[config.mk]
export PLATFORM = sky130hd
export DESIGN_NAME = sorted_insert_priority_table_flat
export DESIGN_NICKNAME = d
export VERILOG_FILES = /design/src/sv/sip_pkg.sv /design/src/sv/sip_if.sv /design/src/sv/sorted_insert_priority_table.sv /design/src/sv/sip_ctrl.sv /design/src/sv/sip_datapath.sv /design/src/flat_wrapper.sv
export SDC_FILE = /design/constraint.sdc
export NUM_CORES = 1
export LEC_CHECK = 0
export BUFFER_PORTS_ARGS = -buffer_cell sky130_fd_sc_hd__buf_2
export CAP_MARGIN = 25
export CORE_MARGIN = 2
export CORE_UTILIZATION = 49
export DETAILED_ROUTE_END_ITERATION = 8
export HOLD_SLACK_MARGIN = 0.1
export RECOVER_POWER = 100
export SLEW_MARGIN = 20
export SYNTH_ARGS = -nofsm -noshare
export SYNTH_HDL_FRONTEND = slang
export SYNTH_SLANG_ARGS = --single-unit
[constraint.sdc]
create_clock -name clk_i -period 8.7 [get_ports clk_i]
set_input_delay 1.74 -clock clk_i [delete_from_list [all_inputs] [get_ports clk_i]]
set_output_delay 1.74 -clock clk_i [all_outputs]
set_load 0.01 [all_outputs]
[src/sv/sip_pkg.sv]
// ----------------------------------------------------------------------------
// sip_pkg
// types, widths and codes of the sorted insert priority table
// ----------------------------------------------------------------------------
`timescale 1ns / 1ps
`default_nettype none

package sip_pkg;

  // table size and stored key width
  localparam int unsigned Depth   = 16;
  localparam int unsigned KeyBits = 16;

  // beat field widths
  localparam int unsigned ActionW = 1;
  localparam int unsigned KeyW    = 16;
  localparam int unsigned TagW    = 16;
  localparam int unsigned RankW   = 4;
  localparam int unsigned StatusW = 2;
  localparam int unsigned CountW  = 5;

  // derived widths
  localparam int unsigned StoreKeyW = (KeyBits < KeyW) ? KeyBits : KeyW;
  localparam int unsigned IdxW      = $clog2(Depth);
  localparam int unsigned CntW      = $clog2(Depth + 1);
  localparam int unsigned CmpW      = (CntW > RankW) ? CntW : RankW;

  typedef enum logic [ActionW-1:0] {
    ActInsert = 1'b0,
    ActRead   = 1'b1
  } action_e;

  typedef enum logic [StatusW-1:0] {
    StOk     = 2'd0,
    StFull   = 2'd1,
    StAbsent = 2'd2
  } status_e;

  // controller to datapath
  typedef struct packed {
    logic    load;
    logic    insert_en;
    logic    read_hit;
    status_e status;
  } sip_cmd_t;

  // datapath to controller
  typedef struct packed {
    logic full;
    logic rank_ok;
  } sip_dp_stat_t;

endpackage

`default_nettype wire

[src/sv/sip_if.sv]
// ----------------------------------------------------------------------------
// sip_if
// valid/ready channels carrying request and result beats
// ----------------------------------------------------------------------------
`timescale 1ns / 1ps
`default_nettype none

interface sip_in_if;
  import sip_pkg::*;

  logic                valid;
  logic                ready;
  logic [ActionW-1:0]  action;
  logic [KeyW-1:0]     insert_key;
  logic [TagW-1:0]     insert_tag;
  logic [RankW-1:0]    read_rank;
  logic                batch_last;

  modport source (
    output valid, action, insert_key, insert_tag, read_rank, batch_last,
    input  ready
  );
  modport sink (
    input  valid, action, insert_key, insert_tag, read_rank, batch_last,
    output ready
  );
endinterface

interface sip_out_if;
  import sip_pkg::*;

  logic                valid;
  logic                ready;
  logic [StatusW-1:0]  status;
  logic [KeyW-1:0]     found_key;
  logic [TagW-1:0]     found_tag;
  logic [CountW-1:0]   entry_count;
  logic                batch_done;

  modport source (
    output valid, status, found_key, found_tag, entry_count, batch_done,
    input  ready
  );
  modport sink (
    input  valid, status, found_key, found_tag, entry_count, batch_done,
    output ready
  );
endinterface

`default_nettype wire

[src/sv/sorted_insert_priority_table.sv]
// result: a result beat is valid in the cycle after its request beat is taken
// throughput: one request per cycle while each result beat is taken as it shows; the
//   compare and shift insert over all entries is combinational, the result register holds one entry
// reset: clears the entry count and the result valid; entry storage is not
//   cleared and only ever read below the count
// ----------------------------------------------------------------------------
// sorted_insert_priority_table
// ascending-key table with insert by key and read by rank
// ----------------------------------------------------------------------------
`timescale 1ns / 1ps
`default_nettype none

module sorted_insert_priority_table (
  input  wire logic  clk_i,
  input  wire logic  rst_ni,
  sip_in_if.sink     in_i,
  sip_out_if.source  out_o
);
  import sip_pkg::*;

  sip_cmd_t     cmd;
  sip_dp_stat_t dp_stat;

  sip_ctrl u_ctrl (
    .clk_i       (clk_i),
    .rst_ni      (rst_ni),
    .in_valid_i  (in_i.valid),
    .in_action_i (in_i.action),
    .in_ready_o  (in_i.ready),
    .out_valid_o (out_o.valid),
    .out_ready_i (out_o.ready),
    .dp_stat_i   (dp_stat),
    .cmd_o       (cmd)
  );

  sip_datapath u_datapath (
    .clk_i         (clk_i),
    .rst_ni        (rst_ni),
    .cmd_i         (cmd),
    .insert_key_i  (in_i.insert_key),
    .insert_tag_i  (in_i.insert_tag),
    .read_rank_i   (in_i.read_rank),
    .batch_last_i  (in_i.batch_last),
    .dp_stat_o     (dp_stat),
    .status_o      (out_o.status),
    .found_key_o   (out_o.found_key),
    .found_tag_o   (out_o.found_tag),
    .entry_count_o (out_o.entry_count),
    .batch_done_o  (out_o.batch_done)
  );

endmodule

`default_nettype wire

[src/sv/sip_ctrl.sv]
// ----------------------------------------------------------------------------
// sip_ctrl
// handshake controller: accepts request beats, decodes them into datapath
// commands and holds the result beat until it is taken
// ----------------------------------------------------------------------------
`timescale 1ns / 1ps
`default_nettype none

module sip_ctrl (
  input  wire logic                   clk_i,
  input  wire logic                   rst_ni,
  input  wire logic                   in_valid_i,
  input  wire logic [sip_pkg::ActionW-1:0] in_action_i,
  output logic                        in_ready_o,
  output logic                        out_valid_o,
  input  wire logic                   out_ready_i,
  input  wire sip_pkg::sip_dp_stat_t  dp_stat_i,
  output sip_pkg::sip_cmd_t           cmd_o
);
  import sip_pkg::*;

  typedef enum logic {
    StIdle,
    StHold
  } state_e;

  state_e  state_q, state_d;
  logic    accept;
  action_e action;

  // output register frees up in the same cycle it is drained
  assign in_ready_o  = (state_q == StIdle) || out_ready_i;
  assign out_valid_o = (state_q == StHold);
  assign accept      = in_valid_i && in_ready_o;
  assign action      = action_e'(in_action_i);

  always_comb begin
    cmd_o           = '0;
    cmd_o.load      = accept;
    cmd_o.status    = StOk;
    unique case (action)
      ActInsert: begin
        cmd_o.insert_en = accept && !dp_stat_i.full;
        cmd_o.status    = dp_stat_i.full ? StFull : StOk;
      end
      ActRead: begin
        cmd_o.read_hit = dp_stat_i.rank_ok;
        cmd_o.status   = dp_stat_i.rank_ok ? StOk : StAbsent;
      end
      default: begin
        cmd_o.status = StOk;
      end
    endcase
  end

  always_comb begin
    state_d = state_q;
    unique case (state_q)
      StIdle: begin
        if (accept) state_d = StHold;
      end
      StHold: begin
        if (out_ready_i && !accept) state_d = StIdle;
      end
      default: begin
        state_d = StIdle;
      end
    endcase
  end

  always_ff @(posedge clk_i or negedge rst_ni) begin
    if (!rst_ni) begin
      state_q <= StIdle;
    end else begin
      state_q <= state_d;
    end
  end

endmodule

`default_nettype wire

[src/sv/sip_datapath.sv]
// ----------------------------------------------------------------------------
// sip_datapath
// sorted entry store with parallel key compare, shift insert,
// rank read and the result register
// ----------------------------------------------------------------------------
`timescale 1ns / 1ps
`default_nettype none

module sip_datapath (
  input  wire logic                        clk_i,
  input  wire logic                        rst_ni,
  input  wire sip_pkg::sip_cmd_t           cmd_i,
  input  wire logic [sip_pkg::KeyW-1:0]    insert_key_i,
  input  wire logic [sip_pkg::TagW-1:0]    insert_tag_i,
  input  wire logic [sip_pkg::RankW-1:0]   read_rank_i,
  input  wire logic                        batch_last_i,
  output sip_pkg::sip_dp_stat_t            dp_stat_o,
  output logic [sip_pkg::StatusW-1:0]      status_o,
  output logic [sip_pkg::KeyW-1:0]         found_key_o,
  output logic [sip_pkg::TagW-1:0]         found_tag_o,
  output logic [sip_pkg::CountW-1:0]       entry_count_o,
  output logic                             batch_done_o
);
  import sip_pkg::*;

  logic [StoreKeyW-1:0] keys_q [Depth];
  logic [StoreKeyW-1:0] keys_d [Depth];
  logic [TagW-1:0]      tags_q [Depth];
  logic [TagW-1:0]      tags_d [Depth];
  logic [CntW-1:0]      count_q, count_d;
  logic [Depth-1:0]     lt;
  logic [StoreKeyW-1:0] key_in;
  logic [IdxW-1:0]      rd_idx;

  logic [StatusW-1:0]   status_q;
  logic [KeyW-1:0]      found_key_q;
  logic [TagW-1:0]      found_tag_q;
  logic [CountW-1:0]    entry_count_q;
  logic                 batch_done_q;

  assign key_in = insert_key_i[StoreKeyW-1:0];
  assign rd_idx = IdxW'(read_rank_i);

  assign dp_stat_o.full    = (count_q == CntW'(Depth));
  assign dp_stat_o.rank_ok = (CmpW'(read_rank_i) < CmpW'(count_q));

  // lt marks live entries that stay ahead of the new key
  always_comb begin
    for (int i = 0; i < Depth; i++) begin
      lt[i] = (CntW'(i) < count_q) && (keys_q[i] < key_in);
    end
  end

  // new entry lands at the first slot not marked, the rest shift up by one
  always_comb begin
    keys_d[0] = lt[0] ? keys_q[0] : key_in;
    tags_d[0] = lt[0] ? tags_q[0] : insert_tag_i;
    for (int i = 1; i < Depth; i++) begin
      if (lt[i]) begin
        keys_d[i] = keys_q[i];
        tags_d[i] = tags_q[i];
      end else if (lt[i-1]) begin
        keys_d[i] = key_in;
        tags_d[i] = insert_tag_i;
      end else begin
        keys_d[i] = keys_q[i-1];
        tags_d[i] = tags_q[i-1];
      end
    end
  end

  assign count_d = cmd_i.insert_en ? count_q + CntW'(1) : count_q;

  always_ff @(posedge clk_i) begin
    if (cmd_i.insert_en) begin
      keys_q <= keys_d;
      tags_q <= tags_d;
    end
  end

  always_ff @(posedge clk_i or negedge rst_ni) begin
    if (!rst_ni) begin
      count_q <= '0;
    end else begin
      count_q <= count_d;
    end
  end

  // result beat
  always_ff @(posedge clk_i) begin
    if (cmd_i.load) begin
      status_q      <= cmd_i.status;
      found_key_q   <= cmd_i.read_hit ? KeyW'(keys_q[rd_idx]) : '0;
      found_tag_q   <= cmd_i.read_hit ? tags_q[rd_idx] : '0;
      entry_count_q <= CountW'(count_d);
      batch_done_q  <= batch_last_i;
    end
  end

  assign status_o      = status_q;
  assign found_key_o   = found_key_q;
  assign found_tag_o   = found_tag_q;
  assign entry_count_o = entry_count_q;
  assign batch_done_o  = batch_done_q;

endmodule

`default_nettype wire

[src/flat_wrapper.sv]
// flat-port wrapper written by rule: the top's interface ports become plain ports
module sorted_insert_priority_table_flat import sip_pkg::*;
  (clk_i, rst_ni, in_i_valid, in_i_action, in_i_insert_key, in_i_insert_tag, in_i_read_rank, in_i_batch_last, in_i_ready, out_o_valid, out_o_status, out_o_found_key, out_o_found_tag, out_o_entry_count, out_o_batch_done, out_o_ready);
  sip_in_if in_i_i ();
  sip_out_if out_o_i ();
  input  wire logic clk_i;
  input  wire logic rst_ni;
  input wire logic [$bits(in_i_i.valid)-1:0] in_i_valid;
  input wire logic [$bits(in_i_i.action)-1:0] in_i_action;
  input wire logic [$bits(in_i_i.insert_key)-1:0] in_i_insert_key;
  input wire logic [$bits(in_i_i.insert_tag)-1:0] in_i_insert_tag;
  input wire logic [$bits(in_i_i.read_rank)-1:0] in_i_read_rank;
  input wire logic [$bits(in_i_i.batch_last)-1:0] in_i_batch_last;
  output wire logic [$bits(in_i_i.ready)-1:0] in_i_ready;
  output wire logic [$bits(out_o_i.valid)-1:0] out_o_valid;
  output wire logic [$bits(out_o_i.status)-1:0] out_o_status;
  output wire logic [$bits(out_o_i.found_key)-1:0] out_o_found_key;
  output wire logic [$bits(out_o_i.found_tag)-1:0] out_o_found_tag;
  output wire logic [$bits(out_o_i.entry_count)-1:0] out_o_entry_count;
  output wire logic [$bits(out_o_i.batch_done)-1:0] out_o_batch_done;
  input wire logic [$bits(out_o_i.ready)-1:0] out_o_ready;
  assign in_i_i.valid = in_i_valid;
  assign in_i_i.action = in_i_action;
  assign in_i_i.insert_key = in_i_insert_key;
  assign in_i_i.insert_tag = in_i_insert_tag;
  assign in_i_i.read_rank = in_i_read_rank;
  assign in_i_i.batch_last = in_i_batch_last;
  assign in_i_ready = in_i_i.ready;
  assign out_o_valid = out_o_i.valid;
  assign out_o_status = out_o_i.status;
  assign out_o_found_key = out_o_i.found_key;
  assign out_o_found_tag = out_o_i.found_tag;
  assign out_o_entry_count = out_o_i.entry_count;
  assign out_o_batch_done = out_o_i.batch_done;
  assign out_o_i.ready = out_o_ready;
  sorted_insert_priority_table u_core (.clk_i(clk_i), .rst_ni(rst_ni), .in_i(in_i_i), .out_o(out_o_i));
endmodule
# Word-level counts from Yosys, hierarchy flattened
# Index checks and enable logic that the tools add are counted.
[classes]
shifts = 0
magnitude_cmp = 34
div = 0
eq_ne = 1
multipliers = 0
n_reduce_logical = 38
mux = 45
bitwise = 19
addsub = 1
[op_table]
columns = ["op", "n"]
rows = [
  ["16-bit 2-to-1 mux", 34],
  ["16-bit < comparator", 16],
  ["16-bit binary-select mux with 4-bit select", 2],
  ["4-bit by 5-bit < comparator with 1-bit output, first input constant", 8],
  ["2-bit AND reduction", 16],
  ["3-bit by 5-bit < comparator with 1-bit output, first input constant", 4],
  ["1-bit logical AND", 19],
  ["1-bit inverter", 18],
  ["1-bit by 5-bit < comparator with 1-bit output, first input constant", 2],
  ["2-bit by 5-bit < comparator with 1-bit output, first input constant", 2],
  ["5-bit by 1-bit adder with 5-bit output, second input constant", 1],
  ["5-bit equality test, second input constant", 1],
  ["5-bit >= comparator, second input constant", 1],
  ["4-bit by 5-bit < comparator with 1-bit output", 1],
  ["1-bit 2-to-1 mux", 5],
  ["5-bit 2-to-1 mux", 1],
  ["4-bit inverter with 5-bit output", 1],
  ["2-bit one-hot mux with 2 select lines", 1],
  ["1-bit logical NOT", 2],
  ["2-bit 2-to-1 mux", 1],
  ["1-bit one-hot mux with 2 select lines", 1],
  ["1-bit logical OR", 1],
]
[totals]
mem_bits_ro = 0
memories = 0
latchBits = 0
out_inout_bits = 42
register_bits = 558
mem_bits_rw = 0
inputBits = 42

# Depth between registers and ports, before layout
# Gate-level depths: netlist of run 1.
[logic_depth]
word_depth = 7
ltp_mapped = 10
depth_no_buf = 7

# Modules after synthesis
# A second synthesis of run 1 with hierarchy kept.
[unflattened]
hier_cells = 2039
area_unflattened_um2 = 32175.9
[by_module_without_submodules]
columns = ["mod", "cells_per_inst", "area_each_um2", "n_inst"]
rows = [
  ["sip_datapath", 2029, 32088.3, 1],
  ["sip_ctrl", 10, 87.6, 1],
]

# Worst setup path before layout of run 1
# OpenSTA, ideal clock, no wires.
[synth_timing]
path_type = "input-to-reg"
from = "input port in_i_insert_key[5]"
to = "register u_core.u_datapath.keys_q[0] (netlist bit) (enable)"
t_arrival_ns = 5.560
path_slack_ns = 2.670
stages = 8
setup_time_ns = 0.470
cell_sequence = "clkbuf_1 > inv_1 > ha_1 > a21o_1 > a21o_1 > a21oi_1 > or2_2 > a211oi_1"
[synth_via]
elab_chain_cells = 4
[synth_lines]
columns = ["item", "line", "rtl"]
rows = [
  ["start: declaration", "flat_wrapper.sv:10", "input wire logic [$bits(in_i_i.insert_key)-1:0] in_i_insert_key;"],
  ["16-bit < comparator", "sip_datapath.sv:50", "lt[i] = (CntW'(i) < count_q) && (keys_q[i] < key_in);"],
  ["1-bit logical AND", "sip_datapath.sv:50", ""],
  ["1-bit inverter (no source line)", "--", ""],
  ["2-bit AND reduction (no source line)", "--", ""],
  ["end signal: assignment", "sip_datapath.sv:76", "keys_q <= keys_d;"],
  ["end: declaration", "sip_datapath.sv:26", "logic [StoreKeyW-1:0] keys_q [Depth];"],
]
# Every way passes these cells.
# A chain may end at the register's enable or synchronous reset.

# Worst setup path after layout of run 1
[layout_timing]
from = "input port in_i_insert_key[6]"
to = "register u_core.u_datapath.keys_q[52] (netlist bit) (data pin)"
[layout_via]
elab_chain_cells = 3
[layout_lines]
columns = ["item", "line", "rtl"]
rows = [
  ["16-bit < comparator", "sip_datapath.sv:50", ""],
  ["1-bit logical AND", "sip_datapath.sv:50", ""],
  ["16-bit 2-to-1 mux", "sip_datapath.sv:62", "end else if (lt[i-1]) begin"],
]
# Every way passes these cells.

==> implementation parameters, run 1 <==
Parameter                              Value

Run status
  Status ... complete, but fails checks
  Violated checks ... capacitance limit, slew limit

Clock tree
  Hold_buf cts ... 0
  Clock Tree Buf Depth ... 3
  # clock sinks ... 558
  Number of clock buffers inserted by TritonCTS ... 61
  Clock root cell ... sky130_fd_sc_hd__clkbuf_16
  Clock slew at reported path FFs ... 60 ps
  Clock insertion delay at the later pin of the skew report ... 660 ps
  Setup fix buffers added after clock tree synthesis ... 0
  # H-tree levels ... 2
  CTS tree ... yes
  Post_cts resized ... 0

Worst setup path
  Critical path peak fanout ... 32
  Crit path top cell by count ... sky130_fd_sc_hd__clkbuf_1
  Delay of the slowest cell on the worst path ... between 2000 and 2500 ps
  Crit path launch type ... input port
  Required time reported for the critical path endpoint ... 9080 ps
  Logic depth of the worst register-to-register path ... 7
  Setup crit end kind ... flop
  Critical Path Slowest Stage Cell ... sky130_fd_sc_hd__clkbuf_1
  Sequence of cells on the critical path ... clkbuf_1 -> inv_1 -> ha_1 -> nand2_1 -> o21ai_0 -> a22oi_1 -> nand3_2 -> clkbuf_1 -> mux2_2
  Crit path arrival time ... 7280 ps
  Kind of critical path ... input port to flop
  Reg-to-Reg Start ... u_core.u_datapath.count_q[1]
  Worst reg2reg path endpoint ... u_core.u_datapath.keys_q[82]
  Worst reg-to-reg setup slack ... 3100 ps

Placement
  # port buffers ... 83
  Final weighted congestion in routability-driven placement ... 0.965
  Detailed Place HPWL ... 68000 um

Routing
  Pre-antenna DRT Iters ... 5
  DRC marker count from the first detailed-route iteration ... around 2000
  Total number of vias ... 20700
  Via-per-instance ratio ... ~6.6
  DRC violations left ... 0
  Mean routed wirelength per cell ... approximately 33 um
  Residual antenna-violating net count after detailed routing ... 0
  Total Routed Length ... 104000 um

Timing
  Transition time at the pin with the least slew margin ... 3450 ps
  Unrepaired setup endpoints after global routing ... false
  Worst-case clock skew ... 28.1 ps
  Fin crit period ... between 6000 and 7000 ps
  Slew Viols, Final ... roughly 500
  Max-slew headroom at the worst pin ... -130%
  Fmax achieved ... between 0.1 and 0.15 GHz
  Total setup violations reported at the end of the flow ... 0
  Fraction of the cycle the final worst path needs ... between 70 and 80%
  Final hold slack ... ~560 ps
  Hold Violations, Final ... 0
  Setup TNS ... 0 ps

Global routing
  Via count of the first global-routing pass ... 21100
  Largest net degree at the start of global routing ... 59
  Antenna violations before repair ... 4
  Wire length of the first global-routing pass ... 150000 um
  Total gr overflow ... 0
  Total routing resource utilization after global routing ... 30.0%

Synthesis
  Sequential fraction of the synthesis area ... 50.6%
  Async set or reset register ratio after synthesis ... approximately 1.1%
  Most instantiated flip-flop cell in the synthesis netlist ... sky130_fd_sc_hd__edfxtp_1
  Yosys cell types ... 64
  Count of flip-flops with a built-in enable after synthesis ... ~550
  Number of instances in the synthesized netlist ... 2146
  Yosys warnings ... 0
  Count of state elements after synthesis ... 558
  Syn Area/Cell ... between 15 and 20 um2
  Nets in the synthesized netlist ... 2433
  Netlist area before placement ... 33100 um2

Floorplan
  Die area ... 69500 um2
  Site Rows ... 95
  I/O pin count ... 84
  Starting utilization of the core area ... 49.4%
  Die boundary width ... 264 um
  Core region area ... 66900 um2
  Die boundary height ... 264 um

Finish
  Layout area overhead ... 7.92%
  Count of nets after finishing ... 2487
  Layout cells sized above 1 ... 28.7%
  Final standard cell utilization of the core ... 53.3%

Run
  Maximum capacitance violations ... 22

Hold path
  Cell depth of the worst min-delay path ... 2
  Hold crit path type ... flop to flop
  Worst hold endpoint ... u_core.u_ctrl.out_valid_o
  Source of the worst hold timing path ... u_core.u_ctrl.out_valid_o

Power and ir drop
  Lkg Pwr ... 12.5 nW
  Peak supply drop ... ~0.16 mV
  Power density over the cells ... 259 nW/um2
[per-layer routing]
| layer | GRT usage, % | share of wire [%] | vias to the layer above |
|---|---|---|---|
| met1 | 41.4 | 42 | 10700 |
| met4 | 10.1 | 3.4 | 0 |
| met5 | 0 | 0 | - |
| met3 | 6.75 | 9.1 | 191 |
| li1 | - | - | 8808 |
| met2 | 47.0 | 46 | 940 |
[how the worst max path moves through the flow]
stage                       start                      endpoint  cells past startpoint
6_report       in_i_insert_key[6]  u_core.u_datapath.keys_q[52]                      9
5_1_grt        in_i_insert_key[6]  u_core.u_datapath.keys_q[82]                      9
4_1_cts        in_i_insert_key[5]  u_core.u_datapath.keys_q[36]                      9
3_5_place_dp   in_i_insert_key[5]  u_core.u_datapath.keys_q[44]                      9
3_3_place_gp   in_i_insert_key[6]   u_core.u_datapath.tags_q[6]                      8
2_1_floorplan  in_i_insert_key[5]   u_core.u_datapath.keys_q[0]                      8
[sequential cells by signal, summed over array words and instances (netlist names)]
register / count
u_core.u_datapath.found_key_o: 16
u_core.u_datapath.found_tag_o: 16
u_core.u_ctrl.out_valid_o: 1
u_core.u_datapath.keys_q: 256
u_core.u_datapath.entry_count_o: 5
u_core.u_datapath.batch_done_o: 1
u_core.u_datapath.count_q: 5
u_core.u_datapath.tags_q: 256
u_core.u_datapath.status_o: 2
[final cells by class]
cell class                 count  area [um2]
tap                          873        1090
inverter                      27         101
antenna                        2        5.00
multi-input combinational   1422       15100
clock buffer                  84        1640
fill                        5567       31300
timing repair buffer         130         617
clock inverter                28         360
sequential                   558       16700
[cell usage in the layout, fill, tap and decap left out, types with 15 or more instances in the layout]
| master | instances |
|---|---|
| sky130_fd_sc_hd__mux2i_1 | 32 |
| sky130_fd_sc_hd__a21oi_1 | 101 |
| sky130_fd_sc_hd__mux2_2 | 372 |
| sky130_fd_sc_hd__nor3_1 | 15 |
| sky130_fd_sc_hd__a211oi_1 | 40 |
| sky130_fd_sc_hd__buf_4 | 28 |
| sky130_fd_sc_hd__clkbuf_16 | 62 |
| sky130_fd_sc_hd__edfxtp_1 | 552 |
| sky130_fd_sc_hd__inv_1 | 26 |
| sky130_fd_sc_hd__nand2b_1 | 17 |
| sky130_fd_sc_hd__clkbuf_1 | 116 |
| sky130_fd_sc_hd__a21o_1 | 20 |
| sky130_fd_sc_hd__nor2_1 | 59 |
| sky130_fd_sc_hd__mux2_1 | 132 |
| sky130_fd_sc_hd__o21ai_0 | 39 |
| sky130_fd_sc_hd__ha_1 | 245 |
| sky130_fd_sc_hd__nand2_1 | 47 |
| sky130_fd_sc_hd__nand4_1 | 20 |
| sky130_fd_sc_hd__nand3_1 | 22 |
| sky130_fd_sc_hd__mux4_2 | 128 |
[synthesized netlist by cell type (all sizes together), types with 2 or more instances]
library cell	n	area, um2
edfxtp	552	16600
mux2	512	6200
ha	245	3070
mux4	128	2880
a21oi	101	505
buf	76	488
clkbuf	63	238
nor2	60	225
nand2	47	176
a211oi	44	360
o21ai	41	205
mux2i	32	320
inv	27	101
nand3	24	140
a21o	20	150
nand4	20	125
nand2b	19	124
nor3	15	75.1
o21a	11	82.6
and2	10	62.6
a31oi	8	50.1
and3	8	50.1
o211ai	8	60.1
a2111oi	7	86.3
and4	7	61.3
a221oi	6	52.6
dfrtp	6	150
a2111o	5	56.3
a211o	5	43.8
nor4	5	31.3
o2111ai	4	35.0
xnor2	4	35.0
a221o	3	30.0
a21boi	2	15.0
a22oi	2	15.0
a32oi	2	17.5
a41oi	2	17.5
nor2b	2	12.5
nor3b	2	15.0
o31ai	2	20.0
[kinds of logic (layout without fill, tap and decap cells)]
group	after synthesis	count (layout)	share of synthesized area, %
multiplexers	672	672	28.4
flip-flops	558	558	50.6
AO/OA/AOI/OAI	278	278	5.66
adder cells (fa/ha/maj)	245	245	9.28
AND/OR/NAND/NOR	223	223	3.41
buffers and inverters	166	269	2.50
XOR/XNOR	4	4	0.106
other	0	2	0
[metrics by stage]
| step | setup slack [ps] | power (mW) | area, um2 | cells |
|---|---|---|---|---|
| final | 1800 | 9.24 | 35700 | 3124 |
| after global routing | 1730 | 9.55 | 35700 | 3123 |
| after CTS | 3560 | 9.41 | 36300 | 3120 |
| after detailed placement | 2880 | 6.76 | 34300 | 3008 |
| after global placement | 2900 | 6.71 | 34300 | 3007 |
| after floorplan | 2670 | 5.77 | 33100 | 2146 |
[power by group]
group          internal, mW  switching [mW]  total (mW)
logic                  1.22            1.63        2.84
clock network          1.53            1.13        2.66
registers              3.48           0.257        3.74
[critical path, delay by kind of cell]
family | cells | cell delay [ps]
buffers and inverters | 3 | 3400
AO/OA/AOI/OAI | 2 | 970
multiplexers | 1 | 490
adder cells (fa/ha/maj) | 1 | 450
AND/OR/NAND/NOR | 2 | 200
Power figures use the tool's default switching activity.
==> run 2, diff against run 1 <==
clock period = 7.1 ns   (was 8.7 ns; I/O delays follow)
==> run 2 against run 1 <==
The run still ends with capacitance limit, slew limit left. Sequential share of layout area down 0.36 points. Power grew 25%. Global-route usage rose by 0.42 points. Register-to-register slack got worse by 1200 ps. Clock-buffer cell count rose by 3. Sequential power up 22%. Setup slack worse by 720 ps. Via count grew 0.76%. Utilization rose by 0.41 points. Wire length increased by 1.1%. Design area up 0.77%. Critical path type unchanged. Largest cell class unchanged.
==> implementation parameters, run 2 (synthesis gave the netlist of run 1 again) <==
Parameter                              Value

Worst setup path
  Crit path arrival time ... 6270 ps (was 7280 ps)
  Sequence of cells on the critical path ... clkbuf_1 -> inv_1 -> ha_1 -> nor2_1 -> nor4_1 -> a31oi_1 -> a31oi_1 -> buf_4 (was clkbuf_1 -> inv_1 -> ha_1 -> nand2_1 -> o21ai_0 -> a22oi_1 -> nand3_2 -> clkbuf_1 -> mux2_2)
  Crit path launch type ... input port (unchanged)
  Logic depth of the worst register-to-register path ... 6 (was 7)
  Top cell family by delay on the critical path ... compound AO/OA/AOI/OAI gates (was buffers and inverters)
  Delay of the slowest cell on the worst path ... 1590 ps (was 2310 ps)
  Required time reported for the critical path endpoint ... 7340 ps (was 9080 ps)
  Critical path peak fanout ... 21 (was 32)
  Worst reg2reg path endpoint ... u_core.u_datapath.tags_q[139] (was u_core.u_datapath.keys_q[82])
  Critical Path Slowest Stage Cell ... sky130_fd_sc_hd__a31oi_1 (was sky130_fd_sc_hd__clkbuf_1)
  Timing startpoint of the critical path ... in_i_insert_key[3] (was in_i_insert_key[6])
  Worst reg-to-reg setup slack ... 1940 ps (was 3100 ps)
  Crit path top cell by count ... sky130_fd_sc_hd__a31oi_1 (was sky130_fd_sc_hd__clkbuf_1)
  Reg-to-Reg Start ... u_core.u_datapath.count_q[2] (was u_core.u_datapath.count_q[1])
  Critical path depth ... 8 (was 9)
  Worst path bufs/invs ... 3 (unchanged)
  End point of the critical path ... u_core.u_datapath.tags_q[139] (was u_core.u_datapath.keys_q[52])
  Setup crit end kind ... flop (unchanged)
  Kind of critical path ... input port to flop (unchanged)

Finish
  Fin area ... 35900 um2 (was 35700 um2)
  Layout cells sized above 1 ... 29.5% (was 28.7%)
  Largest registers ... u_core.u_datapath.keys_q (256), u_core.u_datapath.tags_q (256) (unchanged)
  Fill count ... 5622 (was 5567)
  Layout area overhead ... 8.74% (was 7.92%)
  Most frequent standard cell in the layout excluding fill and tap cells ... sky130_fd_sc_hd__edfxtp_1 (unchanged)
  Count of nets after finishing ... 2502 (was 2487)
  Commonest cells after routing, fill and taps aside ... 552 x sky130_fd_sc_hd__edfxtp_1, 371 x sky130_fd_sc_hd__mux2_2, 245 x sky130_fd_sc_hd__ha_1, 132 x sky130_fd_sc_hd__mux2_1, 128 x sky130_fd_sc_hd__mux4_2 (was 552 x sky130_fd_sc_hd__edfxtp_1, 372 x sky130_fd_sc_hd__mux2_2, 245 x sky130_fd_sc_hd__ha_1, 132 x sky130_fd_sc_hd__mux2_1, 128 x sky130_fd_sc_hd__mux4_2)

Global routing
  Largest net degree at the start of global routing ... 62 (was 59)
  Antenna violations before repair ... 4 (unchanged)
  Total routing resource utilization after global routing ... 30.4% (was 30.0%)
  Via count of the first global-routing pass ... 20900 (was 21100)
  Wire length of the first global-routing pass ... 152000 um (was 150000 um)
  Total gr overflow ... 0 (unchanged)

Timing
  Worst-case clock skew ... 32.8 ps (was 28.1 ps)
  Unrepaired setup endpoints after global routing ... false (unchanged)
  Fraction of the cycle the final worst path needs ... 84.8%
  Hold Violations, Final ... 0 (unchanged)
  Fin crit period ... approximately 6000 ps
  Slew Viols, Final ... 386 (was 504)
  Final hold slack ... 557 ps (was 556 ps)
  Final setup slack of the worst path ... 1080 ps (was 1800 ps)
  Transition time at the pin with the least slew margin ... 2730 ps (was 3450 ps)
  Total setup violations reported at the end of the flow ... 0 (unchanged)
  Max-slew headroom at the worst pin ... -82.3% (was -130%)
  Fmax achieved ... between 0.15 and 0.2 GHz
  Setup TNS ... 0 ps (unchanged)

Power and ir drop
  Share of total power in the clock network ... 29.8% (was 28.8%)
  Power density over the cells ... 321 nW/um2 (was 259 nW/um2)
  Comb power frac ... 30.4% (was 30.8%)
  Relative contribution of sequential cells to total power ... 39.7% (was 40.5%)
  Peak supply drop ... 0.183 mV (was 0.162 mV)
  Internal Power ... 7.76 mW (was 6.23 mW)
  Lkg Pwr ... 12.7 nW (was 12.5 nW)
  Overall power ... 11.5 mW (was 9.24 mW)
  Switching component of the power ... 3.77 mW (was 3.02 mW)
  Switching power as a share of total power ... 32.7% (was 32.6%)

Floorplan
  Die boundary height ... 264 um (unchanged)
  I/O pin count ... 84 (unchanged)
  Site Rows ... 95 (unchanged)
  Die boundary width ... 264 um (unchanged)
  Die area ... 69500 um2 (unchanged)
  Starting utilization of the core area ... 49.4% (unchanged)
  Core region area ... 66900 um2 (unchanged)

Placement
  Detailed Place HPWL ... 69400 um (was 68000 um)
  Placed instance area ... 34400 um2 (was 34300 um2)
  Placement-stage worst setup slack ... 1630 ps (was 2880 ps)
  # port buffers ... 83 (unchanged)
  Final weighted congestion in routability-driven placement ... 0.956 (was 0.965)

Routing
  Pre-antenna DRT Iters ... 5 (unchanged)
  Residual antenna-violating net count after detailed routing ... 0 (unchanged)
  DRC violations left ... 0 (unchanged)
  DRC marker count from the first detailed-route iteration ... 2089 (was 2034)
  Mean routed wirelength per cell ... 33.6 um (was 33.4 um)
  Via-per-instance ratio ... 6.63 (was 6.61)
  Total Routed Length ... 105000 um (was 104000 um)
  Total number of vias ... 20800 (was 20700)

Clock tree
  Clock root cell ... sky130_fd_sc_hd__clkbuf_16 (unchanged)
  Post_cts resized ... 0 (unchanged)
  Clock insertion delay at the later pin of the skew report ... 620 ps (was 660 ps)
  Setup fix buffers added after clock tree synthesis ... 0 (unchanged)
  Clock slew at reported path FFs ... 60 ps (about the same)
  # H-tree levels ... 3 (was 2)
  Hold_buf cts ... 0 (unchanged)
  Number of clock buffers inserted by TritonCTS ... 67 (was 61)
  # clock sinks ... 558 (unchanged)
  Clock Tree Buf Depth ... 3 (unchanged)
  CTS tree ... yes (unchanged)

Run
  Maximum capacitance violations ... 19 (was 22)

Run status
  Violated checks ... capacitance limit, slew limit (unchanged)
  Status ... complete, but fails checks (unchanged)

Hold path
  Hold crit path type ... flop to flop (unchanged)
[run 2: cell types whose count changed in the layout (fill, tap and decap cells not counted), moves of 2 or more]
| cell | change |
|---|---|
| sky130_fd_sc_hd__and2_0 | +2 |
| sky130_fd_sc_hd__and2_2 | -2 |
| sky130_fd_sc_hd__buf_16 | +2 |
| sky130_fd_sc_hd__clkbuf_1 | -6 |
| sky130_fd_sc_hd__clkbuf_16 | +7 |
| sky130_fd_sc_hd__clkbuf_2 | +9 |
| sky130_fd_sc_hd__clkinv_1 | +2 |
| sky130_fd_sc_hd__inv_6 | +3 |
| sky130_fd_sc_hd__nand3_1 | -3 |
| sky130_fd_sc_hd__nand3_2 | +3 |
[run 2: power by group through the flow]
stage / registers [mW] / logic [mW] / clock network [mW]
after floorplan: 4.46 / 2.61 / 0
after CTS: 4.56 / 3.72 / 3.49
after global routing: 4.60 / 3.69 / 3.62
after global placement: 4.62 / 3.64 / 0
final: 4.58 / 3.51 / 3.44
after detailed placement: 4.62 / 3.70 / 0
[run 2: final cells by class]
class	instances	area, um2	area share [%]
Inverter	27	101	0.282
Timing Repair Buffer	139	726	2.02
Antenna cell	3	7.51	0.0209
Sequential cell	558	16700	46.5
Clock inverter	32	353	0.982
Tap cell	873	1090	3.04
Clock buffer	87	1790	4.99
Multi-Input combinational cell	1422	15100	42.1
[run 2: how the worst min path moves through the flow]
stage | to | depth (start not counted) | start | slack [ps]
detailed placement | u_core.u_ctrl.out_valid_o | 2 | u_core.u_ctrl.out_valid_o | 540
finish | u_core.u_ctrl.out_valid_o | 2 | u_core.u_ctrl.out_valid_o | 560
global route | u_core.u_datapath.tags_q[68] | 1 | u_core.u_datapath.tags_q[84] | 580
floorplan | u_core.u_datapath.tags_q[6] | 1 | u_core.u_datapath.tags_q[22] | 530
CTS | u_core.u_ctrl.out_valid_o | 2 | u_core.u_ctrl.out_valid_o | 560
global placement | u_core.u_ctrl.out_valid_o | 2 | u_core.u_ctrl.out_valid_o | 510
[run 2: worst reg2reg max path, stage by stage (launching register included)]
cell	delay (ps)
sky130_fd_sc_hd__dfrtp_1	810
sky130_fd_sc_hd__inv_1	300
sky130_fd_sc_hd__and4_1	310
sky130_fd_sc_hd__or3_1	320
sky130_fd_sc_hd__clkbuf_1	550
sky130_fd_sc_hd__a31oi_1	1770
sky130_fd_sc_hd__buf_4	700
[run 2: through the flow]
step / util [%] / cells
floorplan: - / 2146
global placement: 51.4 / 3016
detailed placement: 51.5 / 3017
CTS: 54.7 / 3136
global route: 53.7 / 3140
finish: 53.7 / 3141
[run 2: metal layers]
| layer | routed length [um] | track usage [%] | vias up |
|---|---|---|---|
| met1 | 45600 | 42.8 | 10900 |
| met3 | 8430 | 5.78 | 133 |
| met2 | 48900 | 48.2 | 918 |
| met5 | 0 | 0 | - |
| li1 | - | - | 8837 |
| met4 | 2470 | 8.74 | 0 |
==> run 3, diff against run 2 <==
PLACE_DENSITY = 0.67   (was not set)
clock period = 5.08 ns   (was 7.1 ns; I/O delays follow)
==> run 3 against run 2 <==
The flow still finishes with violations (capacitance limit, slew limit). Sequential power increased by 37%. Utilization increased by 0.61 points. Final cell count increased by 1.4%. Power increased by 37%. Sequential share of layout area decreased by 0.52 points. Clock-buffer cell count decreased by 16. Clock skew increased by 13 ps. Worst hold slack got worse by 310 ps. Largest cell class unchanged. Critical path type unchanged. Sequential cell count unchanged. Via count increased by 0.15%. Die area unchanged. Design area increased by 1.1%.
==> implementation parameters, run 3 (synthesis gave the netlist of run 1 again) <==
Parameter                              Value

Routing
  DRC violations left ... 0 (unchanged)
  Pre-antenna DRT Iters ... 5 (unchanged)
  Total Routed Length ... 99200 um (was 105000 um)
  Total number of vias ... 20900 (was 20800)
  Via-per-instance ratio ... 6.55 (was 6.63)
  DRC marker count from the first detailed-route iteration ... 2247 (was 2089)
  Residual antenna-violating net count after detailed routing ... 0 (unchanged)
  Mean routed wirelength per cell ... 31.2 um (was 33.6 um)

Global routing
  Via count of the first global-routing pass ... 20900 (about the same)
  Largest net degree at the start of global routing ... 58 (was 62)
  Total routing resource utilization after global routing ... 28.5% (was 30.4%)
  Wire length of the first global-routing pass ... 146000 um (was 152000 um)
  Antenna violations before repair ... 2 (was 4)
  Total gr overflow ... 0 (unchanged)

Worst setup path
  Logic depth of the worst register-to-register path ... 8 (was 6)
  Critical path peak fanout ... 23 (was 21)
  Required time reported for the critical path endpoint ... 5400 ps (was 7340 ps)
  Worst reg-to-reg setup slack ... 1170 ps (was 1940 ps)
  Crit path arrival time ... 5030 ps (was 6270 ps)
  Crit path launch type ... input port (unchanged)
  Reg-to-Reg Start ... u_core.u_datapath.count_q[0] (was u_core.u_datapath.count_q[2])
  Kind of critical path ... input port to flop (unchanged)
  Worst reg2reg path endpoint ... u_core.u_datapath.keys_q[173] (was u_core.u_datapath.tags_q[139])
  Setup crit end kind ... flop (unchanged)

Finish
  Largest registers ... u_core.u_datapath.keys_q (256), u_core.u_datapath.tags_q (256) (unchanged)
  Most frequent standard cell in the layout excluding fill and tap cells ... sky130_fd_sc_hd__edfxtp_1 (unchanged)
  Commonest cells after routing, fill and taps aside ... 552 x sky130_fd_sc_hd__edfxtp_1, 374 x sky130_fd_sc_hd__mux2_2, 245 x sky130_fd_sc_hd__ha_1, 128 x sky130_fd_sc_hd__mux4_2, 126 x sky130_fd_sc_hd__mux2_1 (was 552 x sky130_fd_sc_hd__edfxtp_1, 371 x sky130_fd_sc_hd__mux2_2, 245 x sky130_fd_sc_hd__ha_1, 132 x sky130_fd_sc_hd__mux2_1, 128 x sky130_fd_sc_hd__mux4_2)
  Layout area overhead ... 9.97% (was 8.74%)
  Layout cells sized above 1 ... 31.5% (was 29.5%)
  Fill count ... 5465 (was 5622)
  Fin area ... 36300 um2 (was 35900 um2)
  Final non-filler cell total ... 3184 (was 3141)
  Count of nets after finishing ... 2547 (was 2502)

Clock tree
  Clock insertion delay at the later pin of the skew report ... 660 ps (was 620 ps)
  Number of clock buffers inserted by TritonCTS ... 60 (was 67)
  # H-tree levels ... 2 (was 3)
  Setup fix buffers added after clock tree synthesis ... 0 (unchanged)
  Post_cts resized ... 0 (unchanged)
  Clock root cell ... sky130_fd_sc_hd__clkbuf_16 (unchanged)
  Clock Tree Buf Depth ... 3 (unchanged)
  # clock sinks ... 558 (unchanged)
  Clock slew at reported path FFs ... 60 ps (about the same)
  CTS tree ... yes (unchanged)
  Hold_buf cts ... 0 (unchanged)

Placement
  # port buffers ... 83 (unchanged)
  Final weighted congestion in routability-driven placement ... 0.928 (was 0.956)
  Placed instance area ... 35000 um2 (was 34400 um2)
  Placed Cells ... 3070 (was 3017)
  Detailed Place HPWL ... 67200 um (was 69400 um)

Floorplan
  Die boundary width ... 264 um (unchanged)
  Core region area ... 66900 um2 (unchanged)
  Die area ... 69500 um2 (unchanged)
  Die boundary height ... 264 um (unchanged)
  I/O pin count ... 84 (unchanged)
  Starting utilization of the core area ... 49.4% (unchanged)
  Site Rows ... 95 (unchanged)

Hold path
  Hold crit path type ... input port to asynchronous set/reset pin (was flop to flop)

Timing
  Fmax achieved ... 0.212 GHz
  Unrepaired setup endpoints after global routing ... false (unchanged)
  Hold Violations, Final ... 0 (unchanged)
  Fin crit period ... 4710 ps
  Fraction of the cycle the final worst path needs ... slightly above 90%
  Transition time at the pin with the least slew margin ... 2020 ps (was 2730 ps)
  Total setup violations reported at the end of the flow ... 0 (unchanged)
  Worst-case clock skew ... 46.2 ps (was 32.8 ps)
  Setup TNS ... 0 ps (unchanged)
  Max-slew headroom at the worst pin ... -34.6% (was -82.3%)
  Slew Viols, Final ... 33 (was 386)

Power and ir drop
  Peak supply drop ... 0.317 mV (was 0.183 mV)
  Lkg Pwr ... 12.9 nW (was 12.7 nW)
  Power density over the cells ... 436 nW/um2 (was 321 nW/um2)

Run
  Maximum capacitance violations ... 1 (was 19)

Run status
  Status ... complete, but fails checks (unchanged)
  Violated checks ... capacitance limit, slew limit (unchanged)
## run 3: layout make-up
class / count / area (um2) / share of cell area [%]
flip-flops and latches: 558 / 16700 / 46.0
multi-input cells: 1422 / 15100 / 41.7
clock buffers: 71 / 1580 / 4.36
repair buffers: 191 / 1240 / 3.42
well taps: 873 / 1090 / 3.01
clock inverters: 39 / 448 / 1.23
inverters: 27 / 101 / 0.279
diodes: 3 / 7.51 / 0.0207
## run 3: per-layer routing
layer  up-vias  GRT usage (%)  routed length [um]
met5         -              0                   0
met4         0           8.68                2870
met3       170           6.10                9240
met2      1057           42.6               43800
met1     10700           41.9               43300
li1       8915              -                   -
## run 3: worst max-delay path, cell delays in order
cell,delay [ps]
sky130_fd_sc_hd__clkbuf_1,600
sky130_fd_sc_hd__inv_1,660
sky130_fd_sc_hd__ha_1,510
sky130_fd_sc_hd__nand2_1,80
sky130_fd_sc_hd__nor4_1,590
sky130_fd_sc_hd__a32oi_1,280
sky130_fd_sc_hd__a31oi_2,960
sky130_fd_sc_hd__buf_12,310
## run 3: stage by stage
stage / util, % / hold slack [ps] / setup slack (ps) / power [mW]
6_report: 54.3 / 246 / 366 / 15.8
5_1_grt: 54.3 / 246 / 346 / 16.4
4_1_cts: 55.4 / 145 / 900 / 16.2
3_5_place_dp: 52.4 / 553 / 228 / 11.7
3_3_place_gp: 52.4 / 509 / 181 / 11.6
2_1_floorplan: - / 529 / 371 / 9.88
## run 3: worst max path at each step
stage | from | endpoint | slack [ps]
after floorplan | in_i_insert_key[11] | u_core.u_datapath.keys_q[240] | 370
after global placement | in_i_insert_key[14] | u_core.u_datapath.tags_q[121] | 180
after global routing | in_i_insert_key[11] | u_core.u_datapath.keys_q[106] | 350
after CTS | in_i_insert_key[14] | u_core.u_datapath.keys_q[123] | 900
final | in_i_insert_key[7] | u_core.u_datapath.keys_q[173] | 370
after detailed placement | in_i_insert_key[14] | u_core.u_datapath.tags_q[121] | 230
## run 3: report_power, final
group	internal, mW	switching, mW	total, mW
clock network	2.63	1.96	4.60
registers	5.96	0.319	6.27
logic	2.20	2.78	4.97
